===== src/rtl/vhrg_pkg.sv =====
// Package for the voice hold/release gate: beat payload types, action codes,
// mode codes and the divide-by-frame-size helper. No dependencies.
package vhrg_pkg;

	localparam logic [7:0] ALG_CLEAR = 8'h80;
	localparam int FRAME_SAMPLES = 160;

	localparam logic [2:0] MODE_HEADER = 3'd0;
	localparam logic [2:0] MODE_SAMPLE = 3'd1;
	localparam logic [2:0] MODE_TICK   = 3'd2;
	localparam logic [2:0] MODE_END    = 3'd3;
	localparam logic [2:0] MODE_DRAIN  = 3'd4;

	localparam logic [1:0] CFG_OUTPUT_CAP = 2'd0;
	localparam logic [1:0] CFG_MAX_AGE    = 2'd1;

	localparam logic [13:0] CAP_RESET = 14'd4096;
	localparam logic [15:0] AGE_RESET = 16'd1000;

	typedef enum logic [1:0] {
		ACT_PASS    = 2'd0,
		ACT_HOLD    = 2'd1,
		ACT_DROP    = 2'd2,
		ACT_RELEASE = 2'd3
	} act_t;

	typedef struct packed {
		logic [2:0]         mode;
		logic signed [15:0] sample_in;
		logic [13:0]        frame_len;
		logic               unproven;
		logic               sync_valid;
		logic [7:0]         algorithm_id;
		logic [15:0]        talkgroup;
		logic [31:0]        now_ms;
	} in_t;

	typedef struct packed {
		logic               out_valid;
		logic signed [15:0] out_sample;
		logic               drain_last;
		act_t               frame_action;
		logic [12:0]        held_count;
		logic [31:0]        frames_held;
		logic [31:0]        frames_released;
		logic [31:0]        frames_discarded;
	} out_t;

	// Result of the control stage; from_ring says the sample comes from the ring read.
	typedef struct packed {
		out_t item;
		logic from_ring;
	} ctrl_res_t;

	// x / 160 as (x >> 5) / 5 by reciprocal multiply; exact for x below 2^17.
	function automatic logic [31:0] div160(input logic [16:0] x);
		logic [11:0] y;
		logic [27:0] p;
		begin
			y = x[16:5];
			p = 28'(y) * 28'd52429;
			div160 = 32'(p[27:18]);
		end
	endfunction

endpackage


===== src/rtl/vhrg_ctrl.sv =====
// Gate control: per-beat state update, frame decisions, counters, config registers
// and ring address generation. Uses vhrg_pkg.
module vhrg_ctrl #(
	parameter int DEPTH = 4096,
	parameter int AW = 12,
	parameter int FW = 13
) (
	input  logic                clk,
	input  logic                arst_n,
	input  logic                acc,
	input  vhrg_pkg::in_t       item,
	input  logic                cfg_we,
	input  logic [1:0]          cfg_index,
	input  logic [15:0]         cfg_data,
	output logic                mem_we,
	output logic [AW-1:0]       mem_waddr,
	output logic [15:0]         mem_wdata,
	output logic                mem_re,
	output logic [AW-1:0]       mem_raddr,
	output vhrg_pkg::ctrl_res_t res
);
	import vhrg_pkg::*;

	localparam int XW = FW + 1;
	localparam logic [XW-1:0] DEPTH_X = XW'(DEPTH);

	logic [13:0]   cap_q;
	logic [15:0]   age_q;
	logic [AW-1:0] head_q, head_d;
	logic [FW-1:0] fill_q, fill_d;
	logic [15:0]   htg_q, htg_d;
	logic [31:0]   ltime_q, ltime_d;
	logic [31:0]   held_q, held_d, rel_q, rel_d, disc_q, disc_d;
	act_t          act_q, act_d;
	logic [13:0]   emit_q, emit_d;
	logic [FW-1:0] drain_q, drain_d;
	logic [13:0]   frem_q, frem_d;

	always_comb begin
		logic [31:0]   fill_div, n_div;
		logic          tgchg;
		logic [XW-1:0] k, keep, sum, over, wsum, hsum;
		logic          last;
		logic          ovalid;
		head_d  = head_q;
		fill_d  = fill_q;
		htg_d   = htg_q;
		ltime_d = ltime_q;
		held_d  = held_q;
		rel_d   = rel_q;
		disc_d  = disc_q;
		act_d   = act_q;
		emit_d  = emit_q;
		drain_d = drain_q;
		frem_d  = frem_q;
		mem_we    = 1'b0;
		mem_waddr = head_q;
		mem_wdata = item.sample_in;
		mem_re    = 1'b0;
		mem_raddr = head_q;
		last   = 1'b0;
		ovalid = 1'b0;
		fill_div = div160(17'(fill_q));
		n_div    = div160(17'(item.frame_len));
		tgchg = (fill_q != '0) && (item.talkgroup != '0) && (htg_q != '0)
			&& (item.talkgroup != htg_q);
		k = '0; keep = '0; sum = '0; over = '0;
		wsum = XW'(head_q) + XW'(fill_q);
		if (wsum >= DEPTH_X) wsum = wsum - DEPTH_X;
		hsum = XW'(head_q) + XW'(1);
		if (hsum >= DEPTH_X) hsum = '0;

		unique case (item.mode)
			MODE_HEADER: begin
				drain_d = '0;
				emit_d  = '0;
				frem_d  = item.frame_len;
				if (tgchg) begin
					disc_d = disc_d + fill_div;
					fill_d = '0;
					htg_d  = '0;
				end
				if (item.sync_valid && item.algorithm_id == ALG_CLEAR) begin
					k = (XW'(fill_d) < XW'(cap_q)) ? XW'(fill_d) : XW'(cap_q);
					if (!tgchg) rel_d = rel_d + fill_div;
					fill_d  = '0;
					htg_d   = '0;
					drain_d = FW'(k);
					emit_d  = 14'(k);
					act_d   = (k != '0) ? ACT_RELEASE : ACT_PASS;
				end else if (item.sync_valid) begin
					if (!tgchg) disc_d = disc_d + fill_div;
					fill_d = '0;
					htg_d  = '0;
					if (item.unproven) begin
						held_d = held_d + n_div;
						disc_d = disc_d + n_div;
						act_d  = ACT_DROP;
					end else begin
						act_d = ACT_PASS;
					end
				end else if (!item.unproven) begin
					act_d = ACT_PASS;
				end else begin
					act_d = ACT_HOLD;
					if (item.frame_len != '0) begin
						held_d = held_d + n_div;
						keep = XW'(item.frame_len);
						if (32'(item.frame_len) > 32'(DEPTH)) begin
							disc_d = disc_d + div160(17'(32'(item.frame_len) - 32'(DEPTH)));
							keep = DEPTH_X;
						end
						sum = XW'(fill_d) + keep;
						if (sum > DEPTH_X) begin
							over = sum - DEPTH_X;
							hsum = XW'(head_q) + over;
							if (hsum >= DEPTH_X) hsum = hsum - DEPTH_X;
							head_d = AW'(hsum);
							fill_d = fill_d - FW'(over);
							disc_d = disc_d + div160(17'(over));
						end
						if (item.talkgroup != '0) htg_d = item.talkgroup;
						ltime_d = item.now_ms;
					end
				end
			end
			MODE_SAMPLE: begin
				if (frem_q != '0) begin
					frem_d = frem_q - 14'd1;
					if (act_q == ACT_HOLD) begin
						mem_we = 1'b1;
						if (XW'(fill_q) >= DEPTH_X) begin
							mem_waddr = head_q;
							head_d = AW'(hsum);
						end else begin
							mem_waddr = AW'(wsum);
							fill_d = fill_q + FW'(1);
						end
					end else if (act_q != ACT_DROP) begin
						if (emit_q < cap_q) begin
							emit_d = emit_q + 14'd1;
							ovalid = 1'b1;
						end
					end
				end
			end
			MODE_TICK: begin
				if (fill_q != '0 && (item.now_ms - ltime_q) > 32'(age_q)) begin
					disc_d = disc_d + fill_div;
					fill_d = '0;
					htg_d  = '0;
				end
			end
			MODE_END: begin
				if (fill_q != '0) begin
					disc_d = disc_d + fill_div;
					fill_d = '0;
					htg_d  = '0;
				end
			end
			MODE_DRAIN: begin
				if (drain_q != '0) begin
					mem_re  = 1'b1;
					head_d  = AW'(hsum);
					drain_d = drain_q - FW'(1);
					ovalid  = 1'b1;
					if (drain_q == FW'(1)) begin
						last = 1'b1;
						if (act_q == ACT_RELEASE) act_d = ACT_PASS;
					end
				end
			end
			default: begin
			end
		endcase

		mem_we = mem_we & acc;
		mem_re = mem_re & acc;
		res.from_ring             = (item.mode == MODE_DRAIN) && ovalid;
		res.item.out_valid        = ovalid;
		res.item.out_sample       = ovalid ? item.sample_in : 16'sd0;
		res.item.drain_last       = last;
		res.item.frame_action     = act_d;
		res.item.held_count       = 13'(fill_d);
		res.item.frames_held      = held_d;
		res.item.frames_released  = rel_d;
		res.item.frames_discarded = disc_d;
	end

	always_ff @(posedge clk or negedge arst_n) begin
		if (!arst_n) begin
			cap_q <= CAP_RESET;
			age_q <= AGE_RESET;
		end else if (cfg_we) begin
			if (cfg_index == CFG_OUTPUT_CAP) cap_q <= cfg_data[13:0];
			if (cfg_index == CFG_MAX_AGE)    age_q <= cfg_data;
		end
	end

	always_ff @(posedge clk or negedge arst_n) begin
		if (!arst_n) begin
			head_q  <= '0;
			fill_q  <= '0;
			htg_q   <= '0;
			ltime_q <= '0;
			held_q  <= '0;
			rel_q   <= '0;
			disc_q  <= '0;
			act_q   <= ACT_PASS;
			emit_q  <= '0;
			drain_q <= '0;
			frem_q  <= '0;
		end else if (acc) begin
			head_q  <= head_d;
			fill_q  <= fill_d;
			htg_q   <= htg_d;
			ltime_q <= ltime_d;
			held_q  <= held_d;
			rel_q   <= rel_d;
			disc_q  <= disc_d;
			act_q   <= act_d;
			emit_q  <= emit_d;
			drain_q <= drain_d;
			frem_q  <= frem_d;
		end
	end
endmodule


===== config.mk =====
export PLATFORM = sky130hd
export DESIGN_NAME = vhrg_ctrl
export DESIGN_NICKNAME = d
export VERILOG_FILES = /design/src/rtl/vhrg_pkg.sv /design/src/rtl/vhrg_ctrl.sv
export SDC_FILE = /design/constraint.sdc
export NUM_CORES = 1
export LEC_CHECK = 0
export ABC_AREA = 1
export BUFFER_PORTS_ARGS = -buffer_cell sky130_fd_sc_hd__buf_2
export CAP_MARGIN = 10
export CORE_MARGIN = 2
export CORE_UTILIZATION = 35
export CTS_BUF_LIST = sky130_fd_sc_hd__clkbuf_8
export DETAILED_ROUTE_END_ITERATION = 10
export GPL_TIMING_DRIVEN = 0
export PLACE_DENSITY = 0.61
export SLEW_MARGIN = 20
export SYNTH_ARGS = -nofsm -noshare
export SYNTH_HDL_FRONTEND = slang
export SYNTH_SLANG_ARGS = --single-unit
export TNS_END_PERCENT = 1

===== constraint.sdc =====
create_clock -name clk -period 15.2 [get_ports clk]
set_input_delay 0 -clock clk [delete_from_list [all_inputs] [get_ports clk]]
set_output_delay 0 -clock clk [all_outputs]
set_load 0.05 [all_outputs]

==> results.cfg, run 1 <==
[outcome]
status = finished clean

[sta]
period_share = 0.933
max_clock_freq_ghz = 0.0705
tns_ns = 0
worst_pin_slew_ns = 1.25
hold_viol = 0
period_minus_slack_ns = 14.18
drv_slew = 0
rsz0062_at_grt = false
clock_skew_ns = 0.0424
relSlewSlack = 0.162
final-setup-viol-count = 0
setup_slack_ns = 1.02

[logic_synthesis]
synth_flop_cell = dfrtp_1
synth_area_leaders = dfrtp_1 17%, ha_1 14%, nand2_1 13%
synth-seq-cells = 242
syn_area_sq_mm = 0.0343
synthTopCellsByCount = 1203 x nand2_1, 847 x inv_1, 486 x nor2_1
synth_area_per_cell_sq_um = 6.54
syn-instance-count = 5237
synth_cell_types = 68
ys_seq_area_frac = 0.177
syn_nets = 5835
yosysWarnings = 0
synth_top_area_cell = dfrtp_1
yosysMostFrequentCell = nand2_1
synth_top_area_frac = 0.172
synthArstFlopShare = 1.00
synth_edf_count = 0

[critical_path]
worst_r2r_path_depth = 67
cp-startpoint = fill_q[10]
r2r_slack_ns = 1.96
cpPeakStageDelay_ns = 0.66
r2r_start = fill_q[10]
r2r-end = disc_q[27]
start_kind = flip-flop
crit_fanout = 10
crit_top_cell = nand2_1
cp_num_buf_inv = 12
worst-endpoint-arrival_ns = 14.18
cp.required_ns = 15.20
crit_path_end_kind = output port
path_delay_family = simple AND/OR/NAND/NOR gates
cpMaxStageDelayCell = xnor2_1
crit_type = flip-flop to output port

[routing]
vias = 36500
via_per_inst = 5.21
wl_per_cell_um = 18.6
wirelength_mm = 131
ant_nets = 0
drc = 0
drtIter0Drc = 3169
drtPass1Iterations = 6

[layout]
area.sequential_sq_mm = 0.00606
fin_util = 0.410
drive_above_1_share = 0.111
final_nets = 6284
multi_input_area_sq_mm = 0.0242
syn2layout_area_growth_pct = 15.9
fillers = 10300

[clocking]
htree_num_levels = 2
worstSkewPairLatency_ns = 0.71
clkSinkCount = 242
clk_path_buf_depth = 3
cts_buffers = 53
cts_root_buf = clkbuf_8
clk_pin_slew_ns = 0.07
cts_tree = done

[placement]
hpwl_mm = 107
pre_cts_slack_ns = 1.97
gp_congestion = 1.01
port_buffers = 281

[worst_hold_path]
hp-class = primary input to flip-flop
min_from = item[31]
worstHoldPathCells = 3
holdPathEnd = ltime_q[31]

[floorplan]
io_pins = 285
num_rows = 114
dieArea_sq_mm = 0.100
core_area_sq_mm = 0.0969
die_h_um = 317
die_w_um = 317
start_util = 0.354

[power]
switching_share = 0.575
pwr-share-clk = 0.128
vdd_drop_max_mv = 0.113
p_per_area_mw_per_mm2 = 167
combPwrFrac = 0.726
p_seq_frac = 0.146
internal_power_mw = 2.82
p_leak_nw = 20.9
switchingPower_mw = 3.80

[run]
drv_cap = 0

[global_route]
first_global_vias = 35000
grt_pass1_wl_mm = 199
grt_start_max_net_pins = 74
gr-usage-all-layers = 0.256
antenna_found_initial = 7
overflow = 0
-- layout make-up --
class                      instances  area share
multi-input combinational       3961       0.609
antenna                            3    0.000189
clock buffer                      65      0.0225
buffer                           140      0.0171
tap                             1276      0.0402
timing repair buffer             394      0.0659
sequential                       242       0.153
inverter                         894      0.0845
clock inverter                    30     0.00766
-- how the worst max path moves through the flow --
stage               endpoint  cells after the start  slack (ns)
finish               res[28]                     66        1.02
global route         res[28]                     66        0.20
CTS                  res[28]                     66        1.18
detailed placement   res[28]                     66        1.97
global placement     res[28]                     66        2.03
floorplan            res[28]                     65        5.05
-- worst min-delay path, cell delays in order --
cell	delay [ns]
dlygate4sd3_1	0.51
buf_2	0.12
mux2_2	0.14
-- per-layer routing --
metal / GRT usage / part of all wire / vias to the layer above
met2: 0.417 / 0.46 / 1301
met3: 0.0450 / 0.078 / 248
met4: 0.105 / 0.042 / 8
li1: - / - / 17900
met5: 0 / 0.00035 / -
met1: 0.333 / 0.43 / 17000
-- cell families after synthesis --
logic type                 after synthesis  synth area share
DFF                                    242             0.177
and+or+nand+nor                       2314             0.295
buffers and inverters                 1034             0.118
muxes                                    2          0.000621
xor gates and xnor gates               193            0.0498
AOI/OAI and AO/OA                      967             0.159
adders and majority gates              485             0.201
-- power groups by stage --
stage / clock, mW / sequential (mW) / combinational, mW
finish: 0.850 / 0.966 / 4.80
global placement: 0 / 0.969 / 4.63
floorplan: 0 / 0.961 / 3.45
global route: 0.898 / 0.985 / 5.37
CTS: 0.873 / 0.962 / 4.75
detailed placement: 0 / 0.972 / 4.69
-- cells in the final DEF (no fill, tap or decap), drive strengths merged, types with 6 or more instances in the layout --
cell and n:
a211oi 7, a21o 13, a21oi 331, a221oi 6, a22oi 38, a31oi 40
buf 342, bufinv 6, clkbuf 148, clkinv 12, dfrtp 235, dfstp 7
dlygate4sd3 109, fa 108, ha 377, inv 904, nand2 1258, nand3 292
nand3b 13, nand4 83, nor2 548, nor3 73, nor4 25, o2111ai 7
o211ai 32, o21a 10, o21ai 396, o21bai 26, o221ai 14, o22ai 13
o31ai 15, or2 16, xnor2 44, xor2 149
-- state kept, by name, indices dropped and copies added, names as in the netlist, 14 cells and up --
signal	cells
disc_q	32
held_q	32
ltime_q	32
rel_q	32
age_q	16
htg_q	16
cap_q	14
emit_q	14
frem_q	14
-- metrics by stage --
stage | total power [mW] | std cells | area (sq um) | hold slack, ns
after floorplan | 4.41 | 5237 | 34300 | -0.296
after global placement | 5.60 | 6794 | 37300 | 0.267
after detailed placement | 5.66 | 6797 | 37400 | -0.0598
after CTS | 6.59 | 7002 | 39700 | 0.0266
after global routing | 7.25 | 7004 | 39700 | 0.0724
final | 6.62 | 7005 | 39700 | 0.103
-- timing repair --
action                                 in CTS  in global routing
endpoints found under the hold margin     270                  0
gates resized for setup                     0                  0
setup buffers                               0                  0
hold buffers                              110                  0
No activity file was read; power rests on OpenSTA's default activity.
==> run 2, diff against run 1 <==
--- a/config.mk
+++ b/config.mk
@@ -5,15 +5,15 @@
 export SDC_FILE = /design/constraint.sdc
 export NUM_CORES = 1
 export LEC_CHECK = 0
-export ABC_AREA = 1
+export ABC_AREA = 0
 export BUFFER_PORTS_ARGS = -buffer_cell sky130_fd_sc_hd__buf_2
-export CAP_MARGIN = 10
+export CAP_MARGIN = 15
 export CORE_MARGIN = 2
-export CORE_UTILIZATION = 35
+export CORE_UTILIZATION = 55
 export CTS_BUF_LIST = sky130_fd_sc_hd__clkbuf_8
 export DETAILED_ROUTE_END_ITERATION = 10
 export GPL_TIMING_DRIVEN = 0
-export PLACE_DENSITY = 0.61
+export PLACE_DENSITY = 0.84
 export SLEW_MARGIN = 20
 export SYNTH_ARGS = -nofsm -noshare
 export SYNTH_HDL_FRONTEND = slang
==> run 2 against run 1 <==
First-iteration DRC count increased by 24%. Non-clock buffer count increased by 53. Global-route usage increased by 12 points. Critical path depth decreased by 12. Maximum frequency decreased by 3.8%. Largest power group unchanged.
==> results.cfg, run 2 <==
[worst_hold_path]
hp-class = primary input to flip-flop
worstHoldPathCells = 4
holdPathEnd = ltime_q[27]
min_from = item[27]

[clocking]
cts_root_buf = clkbuf_8
cts_buffers = 49
clk_path_buf_depth = 3
worstSkewPairLatency_ns = 0.70
clkSinkCount = 242
cts_tree = done
htree_num_levels = 2
clk_pin_slew_ns = 0.06

[logic_synthesis]
yosysWarnings = 0
syn-instance-count = 4126
synth_flop_cell = dfrtp_1
syn_area_sq_mm = 0.0327
synthArstFlopShare = 1.00
synth_top_area_cell = dfrtp_1
synthTopCellsByCount = 377 x ha_1, 361 x inv_1, 349 x nor2_1
synth_cell_types = 101
yosysMostFrequentCell = ha_1
synth_area_per_cell_sq_um = 7.92
ys_seq_area_frac = 0.185
synth_area_leaders = dfrtp_1 18%, ha_1 14%, fa_1 6.6%
synth-seq-cells = 242
synth_top_area_frac = 0.180
synth_edf_count = 0
syn_nets = 4724

[power]
switchingPower_mw = 3.14
vdd_drop_max_mv = 0.140
p_leak_nw = 17.6
pwr-share-clk = 0.128
p_per_area_mw_per_mm2 = 157
combPwrFrac = 0.721
internal_power_mw = 2.75
total_power_mw = 5.89
switching_share = 0.534
p_seq_frac = 0.151

[critical_path]
cpMaxStageDelayCell = clkbuf_1
r2r_start = htg_q[1]
crit_path_end_kind = output port
r2r_slack_ns = 1.37
cpPeakStageDelay_ns = 0.72
r2r-end = disc_q[25]
cp.required_ns = 15.20
start_kind = flip-flop
worst-endpoint-arrival_ns = 14.74
worst_r2r_path_depth = 51
crit_type = flip-flop to output port
crit_fanout = 10

[layout]
layout_common_cells = 377 x ha_1, 373 x inv_1, 349 x nor2_1
fillers = 4885
syn2layout_area_growth_pct = 14.6
drive_above_1_share = 0.114
mostFrequentLayoutCell = ha_1
fin_util = 0.636
final_nets = 5174

[sta]
worst_pin_slew_ns = 1.25
max_clock_freq_ghz = 0.0678
drv_slew = 0
relSlewSlack = 0.165
clock_skew_ns = 0.0345
period_minus_slack_ns = 14.74
final-setup-viol-count = 0
hold_viol = 0
rsz0062_at_grt = false
period_share = 0.970

[routing]
wl_per_cell_um = 22.2
drtPass1Iterations = 8
wirelength_mm = 119
vias = 34600
drtIter0Drc = 3936
drc = 0
ant_nets = 0
via_per_inst = 6.43

[placement]
gp_congestion = 1.11
hpwl_mm = 89.9
port_buffers = 282

[global_route]
grt_start_max_net_pins = 90
grtUsageMet1 = 0.465
overflow = 0
antenna_found_initial = 6
gr-usage-all-layers = 0.379
grt_busiest_layer = met2
grt_util_met2 = 0.594
first_global_vias = 33400
grt_use_met3 = 0.104
grt_pass1_wl_mm = 182

[floorplan]
core_area_sq_mm = 0.0589
die_w_um = 248
num_rows = 89
dieArea_sq_mm = 0.0614
start_util = 0.555
die_h_um = 248
io_pins = 285

[outcome]
status = finished clean

[run]
drv_cap = 0
==> run 2: cell count changes after synthesis, sizes merged, moves of 47 or more <==
cell / before / now
a21o: 13 / 94
nand3: 292 / 127
nand2: 1258 / 345
and2: 3 / 50
a21oi: 331 / 253
xnor2: 44 / 203
o21ai: 396 / 267
inv: 889 / 362
clkbuf: 83 / 139
nor2: 548 / 349
==> run 2: power by group through the flow <==
stage	combinational [mW]	clock, mW	sequential, mW
floorplan	3.02	0	0.896
global placement	3.92	0	0.883
detailed placement	4.04	0	0.887
CTS	4.10	0.752	0.878
global route	4.62	0.783	0.901
finish	4.25	0.752	0.890
==> run 2: critical path: cells and delay by family, from the launching register on <==
kind / cells / cell delay (ns)
compound gates: 21 / 4.18
simple gates: 13 / 3.59
fa+ha+maj: 9 / 3.39
buf+inv: 8 / 1.92
xor+xnor: 3 / 0.56
flops: 1 / 0.40
==> run 2: per-layer routing <==
layer	part of all wire	routed length [um]
met1	0.37	44400
met2	0.44	52000
met3	0.12	14700
met4	0.070	8320
met5	0.00042	50
==> run 2: how the worst max path moves through the flow <==
stage | slack (ns) | cells after the start | startpoint | end
after global placement | -0.44 | 60 | fill_q[12] | res[31]
final | 0.46 | 54 | htg_q[1] | res[31]
after floorplan | 2.34 | 59 | fill_q[12] | res[29]
after CTS | 0.05 | 59 | fill_q[12] | res[31]
after detailed placement | -0.67 | 56 | htg_q[1] | res[31]
after global routing | 0.008 | 56 | htg_q[1] | res[31]
==> run 2: logic make-up after synthesis <==
group           share of synthesized area
simple gates                        0.208
compound gates                      0.212
buf+inv                            0.0675
fa+ha+maj                           0.213
xor+xnor                           0.0892
flops                               0.185
mux                                0.0246
==> run 2: per-stage QoR <==
step	setup WS, ns	cells	instance area [sq um]	hold slack, ns	TNS, ns
2_1_floorplan	2.34	4126	32700	-0.296	0
3_3_place_gp	-0.437	5181	35100	0.223	-0.619
3_5_place_dp	-0.669	5184	35200	0.0515	-3.38
4_1_cts	0.0505	5384	37400	0.0310	0
5_1_grt	0.00845	5386	37500	0.109	0
6_report	0.458	5388	37500	0.0819	0
==> run 2: cell type report <==
| cell class | instances | area [sq um] | area share |
|---|---|---|---|
| diodes | 3 | 7.51 | 0.000200 |
| plain buffers | 185 | 836 | 0.0223 |
| clock buffers | 59 | 812 | 0.0217 |
| clock inverters | 28 | 224 | 0.00598 |
| inverters | 363 | 1360 | 0.0364 |
| multi-input cells | 3333 | 24500 | 0.654 |
| flip-flops and latches | 242 | 6060 | 0.162 |
| well taps | 773 | 967 | 0.0258 |
| repair buffers | 402 | 2680 | 0.0714 |
==> run 2: repair_timing <==
action	in CTS	in global routing
gates resized for setup	5	11
endpoints found under the hold margin	335	0
gates cloned	0	0
endpoints found under the setup margin	32	20
pin swaps	1	2
setup buffers	2	3
hold buffers	112	0
